## src/hw/rtl/kgam_pkg.sv

```systemverilog
// Package: shared constants, key mapping tables and controller/datapath structs.
`default_nettype none
package kgam_pkg;

  localparam int AXIS_KEYS   = 6;
  localparam int BUTTON_KEYS = 14;
  localparam int IDX_W       = (AXIS_KEYS > 1) ? $clog2(AXIS_KEYS) : 1;
  localparam int CODE_W      = 10;
  localparam int VAL_W       = 8;
  localparam int KVAL_W      = 2;
  localparam int CFG_IDX_W   = 2;

  localparam logic [CFG_IDX_W-1:0] REG_MID  = 2'd0;
  localparam logic [CFG_IDX_W-1:0] REG_STEP = 2'd1;
  localparam logic [CFG_IDX_W-1:0] REG_MAX  = 2'd2;
  localparam logic [CFG_IDX_W-1:0] REG_MIN  = 2'd3;

  localparam logic [VAL_W-1:0] ABS_MID_RST    = 8'd127;
  localparam logic [VAL_W-1:0] ABS_OFFSET_RST = 8'd20;
  localparam logic [VAL_W-1:0] ABS_MAX_RST    = 8'd255;
  localparam logic [VAL_W-1:0] ABS_MIN_RST    = 8'd0;

  localparam logic EVT_BUTTON = 1'b0;
  localparam logic EVT_AXIS   = 1'b1;
  localparam logic KIND_KEY   = 1'b0;
  localparam logic KIND_TICK  = 1'b1;

  localparam logic [CODE_W-1:0] BTN_KEY [BUTTON_KEYS] = '{
    10'd38, 10'd39, 10'd37, 10'd24, 10'd16, 10'd18, 10'd23,
    10'd25, 10'd14, 10'd28, 10'd3,  10'd4,  10'd11, 10'd12
  };
  localparam logic [CODE_W-1:0] BTN_CODE [BUTTON_KEYS] = '{
    10'd304, 10'd305, 10'd307, 10'd308, 10'd312, 10'd310, 10'd311,
    10'd313, 10'd314, 10'd315, 10'd546, 10'd547, 10'd544, 10'd545
  };

  // ascending key code order
  localparam logic [CODE_W-1:0] AX_KEY [AXIS_KEYS] = '{
    10'd17, 10'd30, 10'd31, 10'd32, 10'd33, 10'd36
  };
  localparam logic [CODE_W-1:0] AX_CODE [AXIS_KEYS] = '{
    10'd1, 10'd0, 10'd1, 10'd0, 10'd3, 10'd3
  };
  localparam logic AX_INC [AXIS_KEYS] = '{
    1'b0, 1'b0, 1'b1, 1'b1, 1'b0, 1'b1
  };

  typedef struct packed {
    logic latch;
    logic key_exec;
    logic idx_clr;
    logic idx_inc;
    logic tick_exec;
  } cmd_t;

  typedef struct packed {
    logic is_tick;
    logic key_hit;
    logic out_free;
    logic any_ahead;
    logic cur_pressed;
    logic last_here;
  } sts_t;

endpackage
`default_nettype wire

```

## src/hw/rtl/kgam_if.sv

```systemverilog
// Interfaces: key event input channel and gamepad event result channel.
`default_nettype none
interface kgam_key_if;
  logic                          valid;
  logic                          ready;
  logic                          kind;
  logic [kgam_pkg::CODE_W-1:0]   key_code;
  logic [kgam_pkg::KVAL_W-1:0]   key_value;
  modport source (output valid, kind, key_code, key_value, input ready);
  modport sink   (input valid, kind, key_code, key_value, output ready);
endinterface

interface kgam_pad_if;
  logic                          valid;
  logic                          ready;
  logic                          event_kind;
  logic [kgam_pkg::CODE_W-1:0]   event_code;
  logic [kgam_pkg::VAL_W-1:0]    event_value;
  logic                          last;
  modport source (output valid, event_kind, event_code, event_value, last, input ready);
  modport sink   (input valid, event_kind, event_code, event_value, last, output ready);
endinterface
`default_nettype wire

```

## src/hw/rtl/kgam_ctrl.sv

```systemverilog
// Controller: sequences input capture, key handling and the tick scan.
`default_nettype none
module kgam_ctrl (
  input  wire logic           clk,
  input  wire logic           rst_n,
  input  wire logic           in_fire,
  input  wire kgam_pkg::sts_t sts,
  output logic                in_ready,
  output kgam_pkg::cmd_t      cmd
);

  typedef enum logic [1:0] {ST_IDLE, ST_DECODE, ST_SCAN} state_t;

  state_t state_r, state_nxt;

  always_comb begin
    cmd       = '0;
    state_nxt = state_r;
    in_ready  = (state_r == ST_IDLE);
    unique case (state_r)
      ST_IDLE: begin
        if (in_fire) begin
          cmd.latch = 1'b1;
          state_nxt = ST_DECODE;
        end
      end
      ST_DECODE: begin
        if (sts.is_tick) begin
          cmd.idx_clr = 1'b1;
          state_nxt   = ST_SCAN;
        end else if (!sts.key_hit) begin
          state_nxt = ST_IDLE;
        end else if (sts.out_free) begin
          cmd.key_exec = 1'b1;
          state_nxt    = ST_IDLE;
        end
      end
      ST_SCAN: begin
        if (!sts.any_ahead) begin
          state_nxt = ST_IDLE;
        end else if (!sts.cur_pressed) begin
          cmd.idx_inc = 1'b1;
        end else if (sts.out_free) begin
          cmd.tick_exec = 1'b1;
          if (sts.last_here) state_nxt = ST_IDLE;
          else cmd.idx_inc = 1'b1;
        end
      end
      default: state_nxt = ST_IDLE;
    endcase
  end

  always_ff @(posedge clk) begin
    if (!rst_n) state_r <= ST_IDLE;
    else        state_r <= state_nxt;
  end

endmodule
`default_nettype wire

```

## src/hw/rtl/kgam_dp.sv

```systemverilog
// Datapath: config registers, axis state, table lookup and result register.
`default_nettype none
module kgam_dp (
  input  wire logic                              clk,
  input  wire logic                              rst_n,
  input  wire logic                              cfg_we,
  input  wire logic [kgam_pkg::CFG_IDX_W-1:0]    cfg_index,
  input  wire logic [kgam_pkg::VAL_W-1:0]        cfg_value,
  input  wire logic                              in_kind,
  input  wire logic [kgam_pkg::CODE_W-1:0]       in_key_code,
  input  wire logic [kgam_pkg::KVAL_W-1:0]       in_key_value,
  input  wire kgam_pkg::cmd_t                    cmd,
  output kgam_pkg::sts_t                         sts,
  input  wire logic                              out_ready,
  output logic                                   out_valid,
  output logic                                   out_event_kind,
  output logic [kgam_pkg::CODE_W-1:0]            out_event_code,
  output logic [kgam_pkg::VAL_W-1:0]             out_event_value,
  output logic                                   out_last
);

  localparam int AK = kgam_pkg::AXIS_KEYS;
  localparam int IW = kgam_pkg::IDX_W;
  localparam int VW = kgam_pkg::VAL_W;
  localparam int CW = kgam_pkg::CODE_W;

  logic [VW-1:0] mid_r, step_r, max_r, min_r;
  logic [VW-1:0] pos_r [AK];
  logic [AK-1:0] pressed_r;
  logic          kind_r;
  logic [CW-1:0] key_r;
  logic [kgam_pkg::KVAL_W-1:0] val_r;
  logic [IW-1:0] idx_r;

  logic          out_valid_r, out_kind_r, out_last_r;
  logic [CW-1:0] out_code_r;
  logic [VW-1:0] out_value_r;

  logic          btn_hit, ax_hit;
  logic [CW-1:0] btn_code;
  logic [IW-1:0] ax_idx;
  logic [VW-1:0] press_pos, tick_pos;
  logic [AK-1:0] ahead_mask, later_mask;

  function automatic logic [VW-1:0] move_axis(input logic [VW-1:0] base, input logic inc,
                                               input logic [VW-1:0] stp,
                                               input logic [VW-1:0] mx,
                                               input logic [VW-1:0] mn);
    logic [VW:0] sum;
    logic [VW:0] floor_v;
    sum     = {1'b0, base} + {1'b0, stp};
    floor_v = {1'b0, stp} + {1'b0, mn};
    if (inc) return (sum > {1'b0, mx}) ? mx : sum[VW-1:0];
    return ({1'b0, base} < floor_v) ? mn : base - stp;
  endfunction

  always_comb begin
    btn_hit  = 1'b0;
    btn_code = '0;
    for (int i = 0; i < kgam_pkg::BUTTON_KEYS; i++) begin
      if (kgam_pkg::BTN_KEY[i] == key_r) begin
        btn_hit  = 1'b1;
        btn_code = kgam_pkg::BTN_CODE[i];
      end
    end
    ax_hit = 1'b0;
    ax_idx = '0;
    for (int i = 0; i < AK; i++) begin
      if (kgam_pkg::AX_KEY[i] == key_r) begin
        ax_hit = 1'b1;
        ax_idx = IW'(i);
      end
    end
    for (int i = 0; i < AK; i++) begin
      ahead_mask[i] = (IW'(i) >= idx_r);
      later_mask[i] = (IW'(i) > idx_r);
    end
  end

  assign press_pos = (val_r != '0) ?
                     move_axis(mid_r, kgam_pkg::AX_INC[ax_idx], step_r, max_r, min_r) : mid_r;
  assign tick_pos  = move_axis(pos_r[idx_r], kgam_pkg::AX_INC[idx_r], step_r, max_r, min_r);

  always_comb begin
    sts.is_tick     = (kind_r == kgam_pkg::KIND_TICK);
    sts.key_hit     = btn_hit | ax_hit;
    sts.out_free    = !out_valid_r || out_ready;
    sts.any_ahead   = |(pressed_r & ahead_mask);
    sts.cur_pressed = pressed_r[idx_r];
    sts.last_here   = !(|(pressed_r & later_mask));
  end

  always_ff @(posedge clk) begin
    if (cmd.latch) begin
      kind_r <= in_kind;
      key_r  <= in_key_code;
      val_r  <= in_key_value;
    end
    if (cmd.idx_clr)      idx_r <= '0;
    else if (cmd.idx_inc) idx_r <= idx_r + 1'b1;
    if (cmd.key_exec) begin
      out_last_r <= 1'b1;
      if (btn_hit) begin
        out_kind_r  <= kgam_pkg::EVT_BUTTON;
        out_code_r  <= btn_code;
        out_value_r <= VW'(val_r);
      end else begin
        out_kind_r  <= kgam_pkg::EVT_AXIS;
        out_code_r  <= kgam_pkg::AX_CODE[ax_idx];
        out_value_r <= press_pos;
      end
    end else if (cmd.tick_exec) begin
      out_kind_r  <= kgam_pkg::EVT_AXIS;
      out_code_r  <= kgam_pkg::AX_CODE[idx_r];
      out_value_r <= tick_pos;
      out_last_r  <= sts.last_here;
    end
    if (!rst_n) begin
      mid_r       <= kgam_pkg::ABS_MID_RST;
      step_r      <= kgam_pkg::ABS_OFFSET_RST;
      max_r       <= kgam_pkg::ABS_MAX_RST;
      min_r       <= kgam_pkg::ABS_MIN_RST;
      pressed_r   <= '0;
      out_valid_r <= 1'b0;
      for (int i = 0; i < AK; i++) pos_r[i] <= kgam_pkg::ABS_MID_RST;
    end else begin
      if (cfg_we) begin
        unique case (cfg_index)
          kgam_pkg::REG_MID:  mid_r  <= cfg_value;
          kgam_pkg::REG_STEP: step_r <= cfg_value;
          kgam_pkg::REG_MAX:  max_r  <= cfg_value;
          kgam_pkg::REG_MIN:  min_r  <= cfg_value;
          default: ;
        endcase
      end
      if (cmd.key_exec && !btn_hit) begin
        pos_r[ax_idx]     <= press_pos;
        pressed_r[ax_idx] <= (val_r != '0);
      end else if (cmd.tick_exec) begin
        pos_r[idx_r] <= tick_pos;
      end
      if (cmd.key_exec || cmd.tick_exec) out_valid_r <= 1'b1;
      else if (out_ready)                out_valid_r <= 1'b0;
    end
  end

  assign out_valid       = out_valid_r;
  assign out_event_kind  = out_kind_r;
  assign out_event_code  = out_code_r;
  assign out_event_value = out_value_r;
  assign out_last        = out_last_r;

endmodule
`default_nettype wire

```

## src/hw/rtl/key_to_gamepad_axis_mapper.sv

```systemverilog
// Top level: keyboard events to gamepad button and axis events.
// Key event: decode, then result register; a new event is taken only once the result is registered.
// Tick: decode, then a scan over the axis slots up to the last pressed key (the scan ends at
//   once if none is pressed); each pressed slot gives a result, registered from its scan step.
// A result waiting on out ready holds decode or scan until the output register frees.
// Reset (synchronous, rst_n low): registers to defaults, positions to 127, none pressed.
`default_nettype none
module key_to_gamepad_axis_mapper (
  input  wire logic                           clk,
  input  wire logic                           rst_n,
  input  wire logic                           cfg_we,
  input  wire logic [kgam_pkg::CFG_IDX_W-1:0] cfg_index,
  input  wire logic [kgam_pkg::VAL_W-1:0]     cfg_value,
  kgam_key_if.sink                            in_evt,
  kgam_pad_if.source                          out_evt
);

  kgam_pkg::cmd_t cmd;
  kgam_pkg::sts_t sts;
  logic           in_fire;

  assign in_fire = in_evt.valid && in_evt.ready;

  kgam_ctrl u_ctrl (
    .clk      (clk),
    .rst_n    (rst_n),
    .in_fire  (in_fire),
    .sts      (sts),
    .in_ready (in_evt.ready),
    .cmd      (cmd)
  );

  kgam_dp u_dp (
    .clk             (clk),
    .rst_n           (rst_n),
    .cfg_we          (cfg_we),
    .cfg_index       (cfg_index),
    .cfg_value       (cfg_value),
    .in_kind         (in_evt.kind),
    .in_key_code     (in_evt.key_code),
    .in_key_value    (in_evt.key_value),
    .cmd             (cmd),
    .sts             (sts),
    .out_ready       (out_evt.ready),
    .out_valid       (out_evt.valid),
    .out_event_kind  (out_evt.event_kind),
    .out_event_code  (out_evt.event_code),
    .out_event_value (out_evt.event_value),
    .out_last        (out_evt.last)
  );

  a_busy_after_accept: assert property (@(posedge clk) disable iff (!rst_n)
    in_fire |=> !in_evt.ready)
    else $error("input taken while a transaction is in progress");

  a_no_overwrite: assert property (@(posedge clk) disable iff (!rst_n)
    (cmd.key_exec || cmd.tick_exec) |-> (!out_evt.valid || out_evt.ready))
    else $error("pending result overwritten");

  a_one_cmd: assert property (@(posedge clk) disable iff (!rst_n)
    $onehot0({cmd.latch, cmd.key_exec, cmd.tick_exec}))
    else $error("conflicting datapath commands");

endmodule
`default_nettype wire
```

## src/flat_wrapper.sv

```systemverilog
// flat-port wrapper written by rule: the top's interface ports become plain ports
module key_to_gamepad_axis_mapper_flat 
  (clk, rst_n, cfg_we, cfg_index, cfg_value, in_evt_valid, in_evt_kind, in_evt_key_code, in_evt_key_value, in_evt_ready, out_evt_valid, out_evt_event_kind, out_evt_event_code, out_evt_event_value, out_evt_last, out_evt_ready);
  kgam_key_if in_evt_i ();
  kgam_pad_if out_evt_i ();
  input  wire logic clk;
  input  wire logic rst_n;
  input  wire logic cfg_we;
  input  wire logic [kgam_pkg::CFG_IDX_W-1:0] cfg_index;
  input  wire logic [kgam_pkg::VAL_W-1:0] cfg_value;
  input wire logic [$bits(in_evt_i.valid)-1:0] in_evt_valid;
  input wire logic [$bits(in_evt_i.kind)-1:0] in_evt_kind;
  input wire logic [$bits(in_evt_i.key_code)-1:0] in_evt_key_code;
  input wire logic [$bits(in_evt_i.key_value)-1:0] in_evt_key_value;
  output wire logic [$bits(in_evt_i.ready)-1:0] in_evt_ready;
  output wire logic [$bits(out_evt_i.valid)-1:0] out_evt_valid;
  output wire logic [$bits(out_evt_i.event_kind)-1:0] out_evt_event_kind;
  output wire logic [$bits(out_evt_i.event_code)-1:0] out_evt_event_code;
  output wire logic [$bits(out_evt_i.event_value)-1:0] out_evt_event_value;
  output wire logic [$bits(out_evt_i.last)-1:0] out_evt_last;
  input wire logic [$bits(out_evt_i.ready)-1:0] out_evt_ready;
  assign in_evt_i.valid = in_evt_valid;
  assign in_evt_i.kind = in_evt_kind;
  assign in_evt_i.key_code = in_evt_key_code;
  assign in_evt_i.key_value = in_evt_key_value;
  assign in_evt_ready = in_evt_i.ready;
  assign out_evt_valid = out_evt_i.valid;
  assign out_evt_event_kind = out_evt_i.event_kind;
  assign out_evt_event_code = out_evt_i.event_code;
  assign out_evt_event_value = out_evt_i.event_value;
  assign out_evt_last = out_evt_i.last;
  assign out_evt_i.ready = out_evt_ready;
  key_to_gamepad_axis_mapper u_core (.clk(clk), .rst_n(rst_n), .cfg_we(cfg_we), .cfg_index(cfg_index), .cfg_value(cfg_value), .in_evt(in_evt_i), .out_evt(out_evt_i));
endmodule
```

## config.mk

```make
export PLATFORM = sky130hd
export DESIGN_NAME = key_to_gamepad_axis_mapper_flat
export DESIGN_NICKNAME = d
export VERILOG_FILES = /design/src/hw/rtl/kgam_pkg.sv /design/src/hw/rtl/kgam_if.sv /design/src/hw/rtl/kgam_ctrl.sv /design/src/hw/rtl/kgam_dp.sv /design/src/hw/rtl/key_to_gamepad_axis_mapper.sv /design/src/flat_wrapper.sv
export SDC_FILE = /design/constraint.sdc
export NUM_CORES = 1
export LEC_CHECK = 0
export BUFFER_PORTS_ARGS = -buffer_cell sky130_fd_sc_hd__clkbuf_2
export CELL_PAD_IN_SITES_DETAIL_PLACEMENT = 1
export CELL_PAD_IN_SITES_GLOBAL_PLACEMENT = 2
export CORE_MARGIN = 3
export CORE_UTILIZATION = 25
export CTS_BUF_LIST = sky130_fd_sc_hd__clkbuf_2
export DETAILED_ROUTE_END_ITERATION = 10
export PLACE_DENSITY = 0.63
export SYNTH_ARGS = -nofsm -noshare
export SYNTH_HDL_FRONTEND = slang
export SYNTH_HIERARCHICAL = 1
export SYNTH_SLANG_ARGS = --single-unit
```

## constraint.sdc

```tcl
create_clock -name clk -period 8.28 [get_ports clk]
set_clock_uncertainty 0.1 [all_clocks]
set_input_delay 1.656 -clock clk [delete_from_list [all_inputs] [get_ports clk]]
set_output_delay 1.656 -clock clk [all_outputs]
set_load 0.01 [all_outputs]
```

Yosys cells after proc, flatten, opt, wreduce, memory -nomap -nowiden
Memories as Yosys holds them, arrays and structs flattened. A register that Yosys moved wholly into a read port is not among the register bits.
Index checks and enable logic that the tools add are counted.
{ "totals": {"out_inout_bits": 22, "romBits": 176, "ram_bits": 48, "register_bits": 77, "elab_cells": 216, "mem_count": 5} }
{ "memory_table": {"columns": ["name", "words", "word_bits", "rd", "rd_clocked_by_memory_dff", "write_ports", "line", "rtl"], "rows": [
  ["(name not given)", 8, 10, 1, 0, 0, "kgam_dp.sv:114", "out_code_r <= kgam_pkg::AX_CODE[idx_r];"],
  ["(name not given)", 8, 10, 1, 0, 0, "kgam_dp.sv:109", "out_code_r <= kgam_pkg::AX_CODE[ax_idx];"],
  ["u_core.u_dp.pos_r", 6, 8, 1, 1, 6, "kgam_dp.sv:28", "logic [VW-1:0] pos_r [AK];"],
  ["(name not given)", 8, 1, 1, 0, 0, "kgam_dp.sv:82", "assign tick_pos = move_axis(pos_r[idx_r], kgam_pkg::AX_INC[idx_r], step_r, max_r, min_r);"],
  ["(name not given)", 8, 1, 1, 0, 0, "kgam_dp.sv:81", "move_axis(mid_r, kgam_pkg::AX_INC[ax_idx], step_r, max_r, min_r) : mid_r;"]
]} }
{ "classes": {"addsub": 6, "n_reduce_logical": 22, "n_eq_ne": 30, "muxes": 112, "n_bitwise": 5, "magnitude_cmp": 21} }
{ "ops": {"columns": ["op", "count"], "rows": [
  ["$mux 10", 20],
  ["$mux 8", 14],
  ["$eq 5x10->1 const A", 9],
  ["$eq 6x10->1 const A", 6],
  ["$mux 1", 53],
  ["$eq 4x10->1 const A", 3],
  ["$add 8x8->9", 3],
  ["$mux 2", 12],
  ["$mux 3", 8],
  ["$gt 9x8->1", 2],
  ["$lt 8x9->1", 2],
  ["$reduce_or 8->1", 2],
  ["$sub 8x8->8", 2],
  ["$and 6x6->6", 2],
  ["$reduce_or 6->1", 2],
  ["$eq 2x10->1 const A", 1],
  ["$eq 3x10->1 const A", 1],
  ["$mux 9", 1],
  ["$ge 4x4->1 const B", 2],
  ["$lt 3x4->1 const B", 2],
  ["$not 3->4", 2],
  ["$reduce_and 2->1", 4],
  ["$bwmux 6", 1],
  ["$eq 2x2->1 const B", 3],
  ["23 further kinds", 39]
]} }

Logic depth before layout (Yosys ltp)
Gate-level depths: netlist (run 1).
{ "logic_depth": {"ltp_word": 26, "mapped_depth": 20, "depth_no_buf": 18} }

Modules after synthesis
Netlist (run 1), hierarchy kept.
{ "modules_own_cells": {"columns": ["mod", "n_inst", "cells_each", "area_per_inst_um2"], "rows": [
  ["kgam_dp", 1, 967, 9489.1],
  ["kgam_ctrl", 1, 21, 168.9],
  ["key_to_gamepad_axis_mapper", 1, 1, 6.3]
]} }

Worst setup path before layout (run 1)
OpenSTA, ideal clock, no wires.
{ "synth_timing": {"kind": "register to register", "startpoint": "register (tool-made name)", "endpoint": "memory u_core/u_dp/pos_r[5][2] (netlist bit) (data pin)", "path_stages_with_launch": 21, "t_required_ps": 7902, "slack_ps": 2636, "synth_period_minus_slack_ps": 5644, "arrival_ps": 5266, "cell_sequence": "dfxtp_1 clkbuf_1 buf_1 mux4_2 mux2_2 ha_1 clkbuf_1 nor2b_1 a2111oi_0 o21ai_0 xnor2_1 ha_1 or4_1 a21oi_1 nand4_1 a21o_1 buf_2 a211oi_1 a31oi_1 o22ai_1 nand2_1"} }
{ "synth_lines": {"columns": ["item", "line"], "rows": [
  ["end: declaration", "kgam_dp.sv:28"]
]} }

==> flow_summary.ini, run 1 <==
[clock_tree]
cts_resized = 0
cts_sinks = 141
cts_tree = built
clock_latency_ns = 0.77
ctsHoldBuffers = 0
path_clk_slew_ns = 0.27
cts_setup_buffers = 0
clockBufferDepth = 2
cts_inserted_buffers = 17
htree_num_levels = 4
cts-root-buf = clkbuf_2

[power_and_ir_drop]
power_frac_comb_pct = 20.6
sw_frac_of_total_pct = 34.7
power_density_nw_per_um2 = 140
ir_drop_v = 0.000113
seqPwrFrac_pct = 53.6
leakage_uw = 0.00379
internal-power_uw = 973
clkPwrFrac_pct = 25.8
p_switching_uw = 517

[die]
dieArea_um2 = 41100
io_pins = 50
die_h_um = 203
die_w_um = 203
initial_core_util_pct = 25.5
core-area_um2 = 37800
num_rows = 71

[yosys]
ys_ff_latch = 141
async_flop_share_pct = 0
synth_area_leaders = edfxtp_1 29%, dfxtp_1 9.9%, ha_1 9.2%, nand2_1 4.1%, mux4_2 4.0%
syn_avg_cell_area_um2 = 9.77
yosysUniqueCellTypes = 93
synth.most_common_cell = nand2_1
yosys.area.top_type_share_pct = 28.9
synthCells = 989
ys_top_cells_by_count = 106 x nand2_1, 93 x edfxtp_1, 81 x nor2_1
synth_ff_type = edfxtp_1
synth.yosys.seq_area_share_pct = 38.8
synth_edf_count = 93
yosysTopAreaCell = edfxtp_1
syn-cell-area_um2 = 9660
yosys_warnings = 6

[critical_path]
crit_type = reg2reg
arrival_ns = 6.46
cp-end-kind = flop
start_kind = flop
crit_required_ns = 8.65
cp_max_fo = 16

[detailed_routing]
ant_nets = 0
routed_via_density = 5.08
wl_um = 33700
drt_pass1_iterations = 7
route.detailed.drc = 0
drtIter0Drc = 421
dr_total_vias = 7839
routedWlPerCell_um = 21.8

[timing]
fin_crit_ns = 6.09
period_share_pct = 73.6
finalSetupViolCount = 0
max_slew_margin_pct = 12.2
drv_slew = 0
fin_setup_tns_ns = 0
fmaxAchievable_mhz = 164
worst_slew_pin_slew_ns = 1.31
hold_violations = 0
rsz0062_at_grt = no

[finish]
final_nets = 1120
drive_gt1_share_pct = 14.5
area_growth_pct = 9.83
fillCellCount = 4460
post-route-util_pct = 28.0

[placement]
gp_congestion = 0.843
placement.io_buffers = 47
dp_hpwl_um = 25900

[global_routing]
grt_max_degree = 39
antenna_found_initial = 2
grt_pass1_wl_um = 51900
grt_util_met3_pct = 2.41
grt.overflow.total = 0
gr-max-usage-layer = met2
use_met1_pct = 23.1
grt_pass1_vias = 8245
grt_use_met2_pct = 27.5
grtUsageTotal_pct = 16.6

[worst_hold_path]
hp-class = reg2reg

[job]
cap_violations = 0

[status]
status = completed
[kinds of logic (layout without fill, tap and decap cells)]
kind of cell,after synthesis,count (layout),share of synthesized area [%]
AND/OR/NAND/NOR,355,355,18.6
AO/OA/AOI/OAI,238,238,17.4
flip-flops,141,141,38.8
buffers and inverters,93,132,4.08
adder cells (fa/ha/maj),76,76,10.2
multiplexers,56,56,8.18
XOR/XNOR,29,29,2.63
other,1,4,0.0388
[per-stage QoR]
stage          instance area, um^2  power, uW  hold WS, ns  cells  setup WS [ns]
2_1_floorplan                 9670       1020        0.371    990           2.64
3_3_place_gp                 10400       1110        0.366   1508           2.47
3_5_place_dp                 10400       1120        0.382   1508           2.28
4_1_cts                      10600       1510        0.437   1540           2.20
5_1_grt                      10600       1580        0.458   1542           1.76
6_report                     10600       1490        0.430   1542           2.19
[routing by layer]
| metal | vias to the layer above | wire length [um] |
|---|---|---|
| met5 | - | 0 |
| met2 | 112 | 15900 |
| met4 | 0 | 405 |
| li1 | 3752 | - |
| met3 | 22 | 892 |
| met1 | 3953 | 16500 |
[power groups by stage]
| stage | registers [uW] | logic, uW | clock network [uW] |
|---|---|---|---|
| finish | 798 | 307 | 385 |
| global route | 802 | 339 | 439 |
| CTS | 799 | 307 | 406 |
| detailed placement | 813 | 305 | 0 |
| global placement | 813 | 302 | 0 |
| floorplan | 792 | 224 | 0 |
[final timing paths]
path	slack, ns	cells after the start	startpoint	endpoint
worst max-delay path	2.19	18	flop	u_core/u_dp/pos_r[7][2]
worst min-delay path	0.43	2	u_core/u_dp/out_last	u_core/u_dp/out_last
worst max register to register	2.19	18	flop	u_core/u_dp/pos_r[7][2]
worst min register to register	0.43	2	u_core/u_dp/out_last	u_core/u_dp/out_last
[state kept, by name, indices dropped and copies added, names as in the netlist, named ones only]
signal,flops
u_core/u_dp/pressed_r,6
u_core/u_dp/out_event_value,8
u_core/u_dp/val_r,2
u_core/u_dp/idx_r,3
u_core/u_dp/max_r,8
u_core/u_dp/kind_r,1
u_core/u_dp/mid_r,8
u_core/u_dp/step_r,8
u_core/u_dp/out_valid,1
u_core/u_dp/min_r,8
u_core/u_dp/out_last,1
u_core/u_dp/out_event_code,7
u_core/u_ctrl/state_r,2
u_core/u_dp/out_event_kind,1
u_core/u_dp/key_r,10
u_core/u_dp/pos_r,64
[placed cells by master (no fill, tap or decap), types with 5 or more instances in the layout]
cell type  count
a31oi_1        7
nor2b_1       17
o21a_1        16
mux2i_1       29
a211oi_1      12
a21oi_1       44
xnor2_1       22
inv_1         37
nand3_1       21
a21oi_2        5
o21ai_0       34
edfxtp_1      93
nand4_1       12
a21o_1         8
and2_1         7
xor2_1         7
nand2b_1      25
fa_1           5
a211o_1        6
or2_2          7
and3_1         6
nand2_1      106
buf_4         12
nor3b_1        7
ha_1          71
o22ai_1       12
a2111oi_0      5
nor2_1        81
mux2_2         8
o211ai_1      23
nor4_1         7
a21boi_0       5
dfxtp_1       48
a2bb2oi_1      6
or3_1          7
clkinv_4       5
clkbuf_2      64
nor3_1        24
mux4_2        17
[critical path, cell delays in order (launching register included)]
cell	delay, ns
dfxtp_1	0.94
mux4_2	0.63
mux2i_2	0.29
inv_1	0.09
ha_1	0.23
fa_1	0.40
nand2b_1	0.12
a211oi_1	0.09
nor3_1	0.24
xnor2_1	0.15
ha_1	0.23
or4_1	0.51
a21oi_1	0.16
nand4_1	0.15
a21o_1	0.31
a211oi_1	0.36
a31oi_1	0.14
o22ai_1	0.50
nand2_1	0.16
[cell type report]
cell class | instances | area [um^2] | area share, %
Antenna cell | 2 | 5.00 | 0.0472
Clock buffer | 17 | 85.1 | 0.802
Clock inverter | 15 | 131 | 1.24
Inverter | 41 | 154 | 1.45
Multi-Input combinational cell | 756 | 5520 | 52.0
Sequential cell | 141 | 3750 | 35.4
Tap cell | 511 | 639 | 6.02
Timing Repair Buffer | 59 | 325 | 3.06
Power figures use the tool's default switching activity.
==> run 2, diff against run 1 <==
==> constraint.sdc (replaced) <==
create_clock -name clk -period 5.7 [get_ports clk]
set_clock_uncertainty 0.1 [all_clocks]
set_input_delay 1.14 -clock clk [delete_from_list [all_inputs] [get_ports clk]]
set_output_delay 1.14 -clock clk [all_outputs]
set_load 0.01 [all_outputs]
==> flow_summary.ini, run 2 (synthesis results as in run 1) <==
[power_and_ir_drop]
power_uw = 2270
ir_drop_v = 0.000209
power_density_nw_per_um2 = 208
leakage_uw = 0.00395

[finish]
largest-register = u_core/u_dp/pos_r
multi_input_area_um2 = 5540
final_common_cell = nand2_1
largest_register_ffs = 64
fillCellCount = 4426
mostFrequentLayoutCells = 106 x nand2_1, 93 x edfxtp_1, 81 x nor2_1
top_regs = u_core/u_dp/pos_r x64, u_core/u_dp/key_r x10
area_growth_pct = 12.7
ff_latch_area_um2 = 3750
drive_gt1_share_pct = 17.1
post-route-util_pct = 28.8
final_nets = 1147

[worst_hold_path]
hp-class = reg2reg
min_from = u_core/u_dp/out_last

[clock_tree]
cts_sinks = 141
cts_inserted_buffers = 17
cts-root-buf = clkbuf_2
clockBufferDepth = 2
cts_tree = built
htree_num_levels = 4
ctsHoldBuffers = 0
clock_latency_ns = 0.75
path_clk_slew_ns = 0.25

[global_routing]
antenna_found_initial = 1
grt_pass1_vias = 8257
grt_max_degree = 38
grt.overflow.total = 0
grtUsageTotal_pct = 16.7
grt_pass1_wl_um = 52500

[detailed_routing]
route.detailed.drc = 0
routedWlPerCell_um = 22.0
drtIter0Drc = 638
wl_um = 34400
routed_via_density = 5.15
dr_total_vias = 8082
drt_pass1_iterations = 5
ant_nets = 0

[job]
cap_violations = 0

[die]
io_pins = 50
initial_core_util_pct = 25.5
die_w_um = 203
dieArea_um2 = 41100
die_h_um = 203
core-area_um2 = 37800
num_rows = 71

[placement]
dp_hpwl_um = 26800
placement.io_buffers = 47
gp_congestion = 0.840

[critical_path]
arrival_ns = 5.78
start_kind = flop
cp_max_fo = 15
worst-path-buf-inv = 2
crit_required_ns = 6.09
slowest_delay_ns = 0.52
crit_chain = buf_12 > mux4_2 > mux2_2 > ha_1 > or2_2 > a211oi_1 > nor3_1 > xnor2_1 > ha_1 > or4_1 > a21oi_1 > nand4_1 > a21o_2 > mux2i_2 > o221ai_1 > mux2i_2 > buf_4 > nand2_1
cp-end-kind = flop
critPathTopFamily = multiplexers
crit_path_top_delay_cell = mux4_2
crit_type = reg2reg

[timing]
max_slew_margin_pct = 34.9
hold_violations = 0
finalSetupViolCount = 0
worst_slew_pin_slew_ns = 0.965
drv_slew = 0
fmaxAchievable_mhz = 186
period_share_pct = 94.6
fin_crit_ns = 5.39

[status]
status = completed
## run 2: changes by cell type in the layout (fill, tap and decap cells not counted), sizes merged
| cell | delta |
|---|---|
| clkinvlp | +1 |
| clkinv | -5 |
| diode | -1 |
| clkbuf | +2 |
| buf | +27 |
| bufinv | +2 |
## run 2: worst paths after layout
path	endpoint	slack, ns	cells past startpoint
setup reg to reg	u_core/u_dp/pos_r[3][0]	0.31	18
setup / recovery	u_core/u_dp/pos_r[3][0]	0.31	18
hold reg to reg	u_core/u_dp/out_last	0.43	2
hold / removal	u_core/u_dp/out_last	0.43	2
## run 2: layout make-up
type / count / share of cell area, %
multi-input combinational: 756 / 50.8
clock inverter: 13 / 1.45
tap: 511 / 5.87
antenna: 1 / 0.0230
clock buffer: 19 / 0.873
timing repair buffer: 86 / 5.08
sequential: 141 / 34.5
inverter: 41 / 1.41
## run 2: per-stage QoR
step	instances	hold WS (ns)	setup WS [ns]	cell area (um^2)	setup TNS, ns
after floorplan	990	0.371	0.0558	9670	0
after global placement	1533	0.358	0.299	10600	0
after detailed placement	1533	0.363	0.130	10600	0
after CTS	1565	0.381	0.0612	10900	0
after global routing	1568	0.355	-0.000913	10900	-0.000913
final	1568	0.427	0.310	10900	0
## run 2: worst reg2reg max path: stages, from the launching register on
cell	delay [ns]
dfxtp_1	0.41
buf_12	0.18
mux4_2	0.53
mux2_2	0.33
ha_1	0.41
or2_2	0.35
a211oi_1	0.29
nor3_1	0.11
xnor2_1	0.17
ha_1	0.22
or4_1	0.51
a21oi_1	0.14
nand4_1	0.16
a21o_2	0.31
mux2i_2	0.28
o221ai_1	0.17
mux2i_2	0.23
buf_4	0.18
nand2_1	0.05
## run 2: power breakdown
group / internal (uW) / leakage (uW) / switching (uW) / total (uW)
logic: 177 / 0.00263 / 288 / 465
clock network: 217 / 0.000146 / 432 / 649
registers: 1110 / 0.00117 / 39.0 / 1150
## run 2: per-layer routing
metal	vias to the layer above	global-route usage [%]	part of all wire [%]	routed length (um)
met5	-	0	0	0
met4	0	2.90	0.91	313
met3	23	2.98	4.9	1670
met2	210	27.7	47	16200
met1	4043	23.3	47	16300
li1	3806	-	-	-
## run 2: timing repair
| item | 4_1_cts | 5_1_grt |
|---|---|---|
| setup buffers | 0 | 2 |
| gates resized for setup | 0 | 6 |
| endpoints found under the setup margin | 0 | 60 |
==> run 3, diff against run 2 <==
==> constraint.sdc (replaced) <==
create_clock -name clk -period 5.7 [get_ports clk]
set_clock_uncertainty 0.1 [all_clocks]
set_input_delay 0.285 -clock clk [delete_from_list [all_inputs] [get_ports clk]]
set_output_delay 0.285 -clock clk [all_outputs]
set_load 0.01 [all_outputs]
==> flow_summary.ini, run 3 (synthesis results as in run 1) <==
[finish]
final_cell_area_um2 = 11300
largest_register_ffs = 64
mostFrequentLayoutCells = 106 x nand2_1, 93 x edfxtp_1, 81 x nor2_1
ff_latch_area_um2 = 3750
largest-register = u_core/u_dp/pos_r
multi_input_area_um2 = 5530
top_regs = u_core/u_dp/pos_r x64, u_core/u_dp/key_r x10
fillCellCount = 4450
drive_gt1_share_pct = 16.0
area_growth_pct = 16.5
final_common_cell = nand2_1
final_nets = 1190

[placement]
dpl_worst_slack_ns = 0.161
placement.io_buffers = 47
dp_hpwl_um = 26800
placed_area_um2 = 10600
gp_congestion = 0.839

[critical_path]
critPathTopFamily = simple AND/OR/NAND/NOR gates
rrSetupSlack_ns = 0.28
crit_type = reg2reg
crit_chain = buf_12 > mux4_2 > mux2_2 > ha_1 > or2_2 > a211oi_1 > nor3_1 > xnor2_1 > ha_1 > or4_1 > a21oi_1 > nand4_1 > a21o_1 > nand2b_1 > nand2_1 > nand3_1 > a21oi_1
worst-path-buf-inv = 1
start_kind = flop
cp-end-kind = flop
cp_max_fo = 15
arrival_ns = 5.88
slowest_delay_ns = 0.52
crit_path_top_delay_cell = or4_1
crit_required_ns = 6.16

[clock_tree]
clockBufferDepth = 2
htree_num_levels = 4
cts-root-buf = clkbuf_2
clock_latency_ns = 0.77
path_clk_slew_ns = 0.21
cts_inserted_buffers = 17
cts_tree = built
cts_sinks = 141

[power_and_ir_drop]
power_frac_comb_pct = 22.6
internal-power_uw = 1430
clkPwrFrac_pct = 24.2
seqPwrFrac_pct = 53.2
sw_frac_of_total_pct = 34.1
power_density_nw_per_um2 = 192
p_switching_uw = 740
leakage_uw = 0.00405
ir_drop_v = 0.000121

[detailed_routing]
routedWlPerCell_um = 21.5
routed_via_density = 5.12
drtIter0Drc = 511
dr_total_vias = 8255
ant_nets = 0
wl_um = 34700
drt_pass1_iterations = 5
route.detailed.drc = 0

[timing]
drv_slew = 0
fmaxAchievable_mhz = 184
setup_slack_ns = 0.276
period_share_pct = 95.2
max_slew_margin_pct = 35.5
finalSetupViolCount = 0
worst_slew_pin_slew_ns = 0.955
fin_setup_tns_ns = 0
fin_crit_ns = 5.42
hold_violations = 0
rsz0062_at_grt = no

[die]
die_w_um = 203
num_rows = 71
initial_core_util_pct = 25.5
dieArea_um2 = 41100
die_h_um = 203
io_pins = 50
core-area_um2 = 37800

[global_routing]
antenna_found_initial = 2
grt_pass1_wl_um = 53300
grt_max_degree = 39
grtUsageTotal_pct = 17.1
grt.overflow.total = 0
grt_pass1_vias = 8418

[worst_hold_path]
hp-class = in2reg

[job]
cap_violations = 0

[status]
status = completed
-- run 3: changes by cell type in the layout (fill, tap and decap cells not counted), sizes merged --
cell,delta
dlygate4sd3,+44
clkinvlp,+4
inv,-4
bufinv,-2
buf,-1
clkbuf,+1
clkinv,+1
diode,+1
-- run 3: timing repair --
item	in CTS	in global routing
endpoints found under the hold margin	57	0
resized for setup	0	3
hold buffers	44	0
setup buffers	0	1
endpoints found under the setup margin	0	29
-- run 3: metal layers --
metal  global-route usage [%]  routed length, um  up-vias
li1                         -                  -     3894
met4                     4.23                575        0
met2                     27.8              16100      191
met5                        0                  0        -
met1                     24.0              16500     4139
met3                     2.52               1570       31
-- run 3: per-stage QoR --
stage | std cells | hold slack [ns] | utilization, % | power, uW
final | 1612 | 0.154 | 29.8 | 2170
after floorplan | 990 | 0.284 | - | 1470
after detailed placement | 1533 | 0.365 | 28.0 | 1640
after CTS | 1609 | 0.0260 | 29.7 | 2200
after global placement | 1533 | 0.356 | 28.0 | 1630
after global routing | 1612 | 0.0499 | 29.8 | 2290
-- run 3: final cells by class --
class | count | share of cell area (%)
well taps | 511 | 5.68
multi-input cells | 756 | 49.1
inverters | 41 | 1.37
clock buffers | 20 | 0.889
diodes | 2 | 0.0444
repair buffers | 129 | 8.75
clock inverters | 12 | 0.811
flip-flops and latches | 141 | 33.3
-- run 3: worst register-to-register path, cell delays in order (launching register included) --
cell      delay, ns
dfxtp_1        0.40
buf_12         0.18
mux4_2         0.52
mux2_2         0.32
ha_1           0.40
or2_2          0.35
a211oi_1       0.27
nor3_1         0.11
xnor2_1        0.18
ha_1           0.23
or4_1          0.52
a21oi_1        0.13
nand4_1        0.16
a21o_1         0.32
nand2b_1       0.20
nand2_1        0.12
nand3_1        0.35
a21oi_1        0.37
-- run 3: final timing paths --
kind,from,to,cells after the start
worst max-delay path,flop,u_core/u_dp/pos_r[6][7],17
worst min-delay path,in_evt_key_code[5],u_core/u_dp/key_r[5],2
worst max register to register,flop,u_core/u_dp/pos_r[6][7],17
worst min register to register,u_core/u_dp/out_last,u_core/u_dp/out_last,2
-- run 3: power by group through the flow --
stage / registers [uW] / clock network (uW) / logic [uW]
global placement: 1170 / 0 / 459
global route: 1160 / 601 / 536
detailed placement: 1170 / 0 / 464
finish: 1150 / 525 / 490
CTS: 1150 / 558 / 486
floorplan: 1150 / 0 / 325
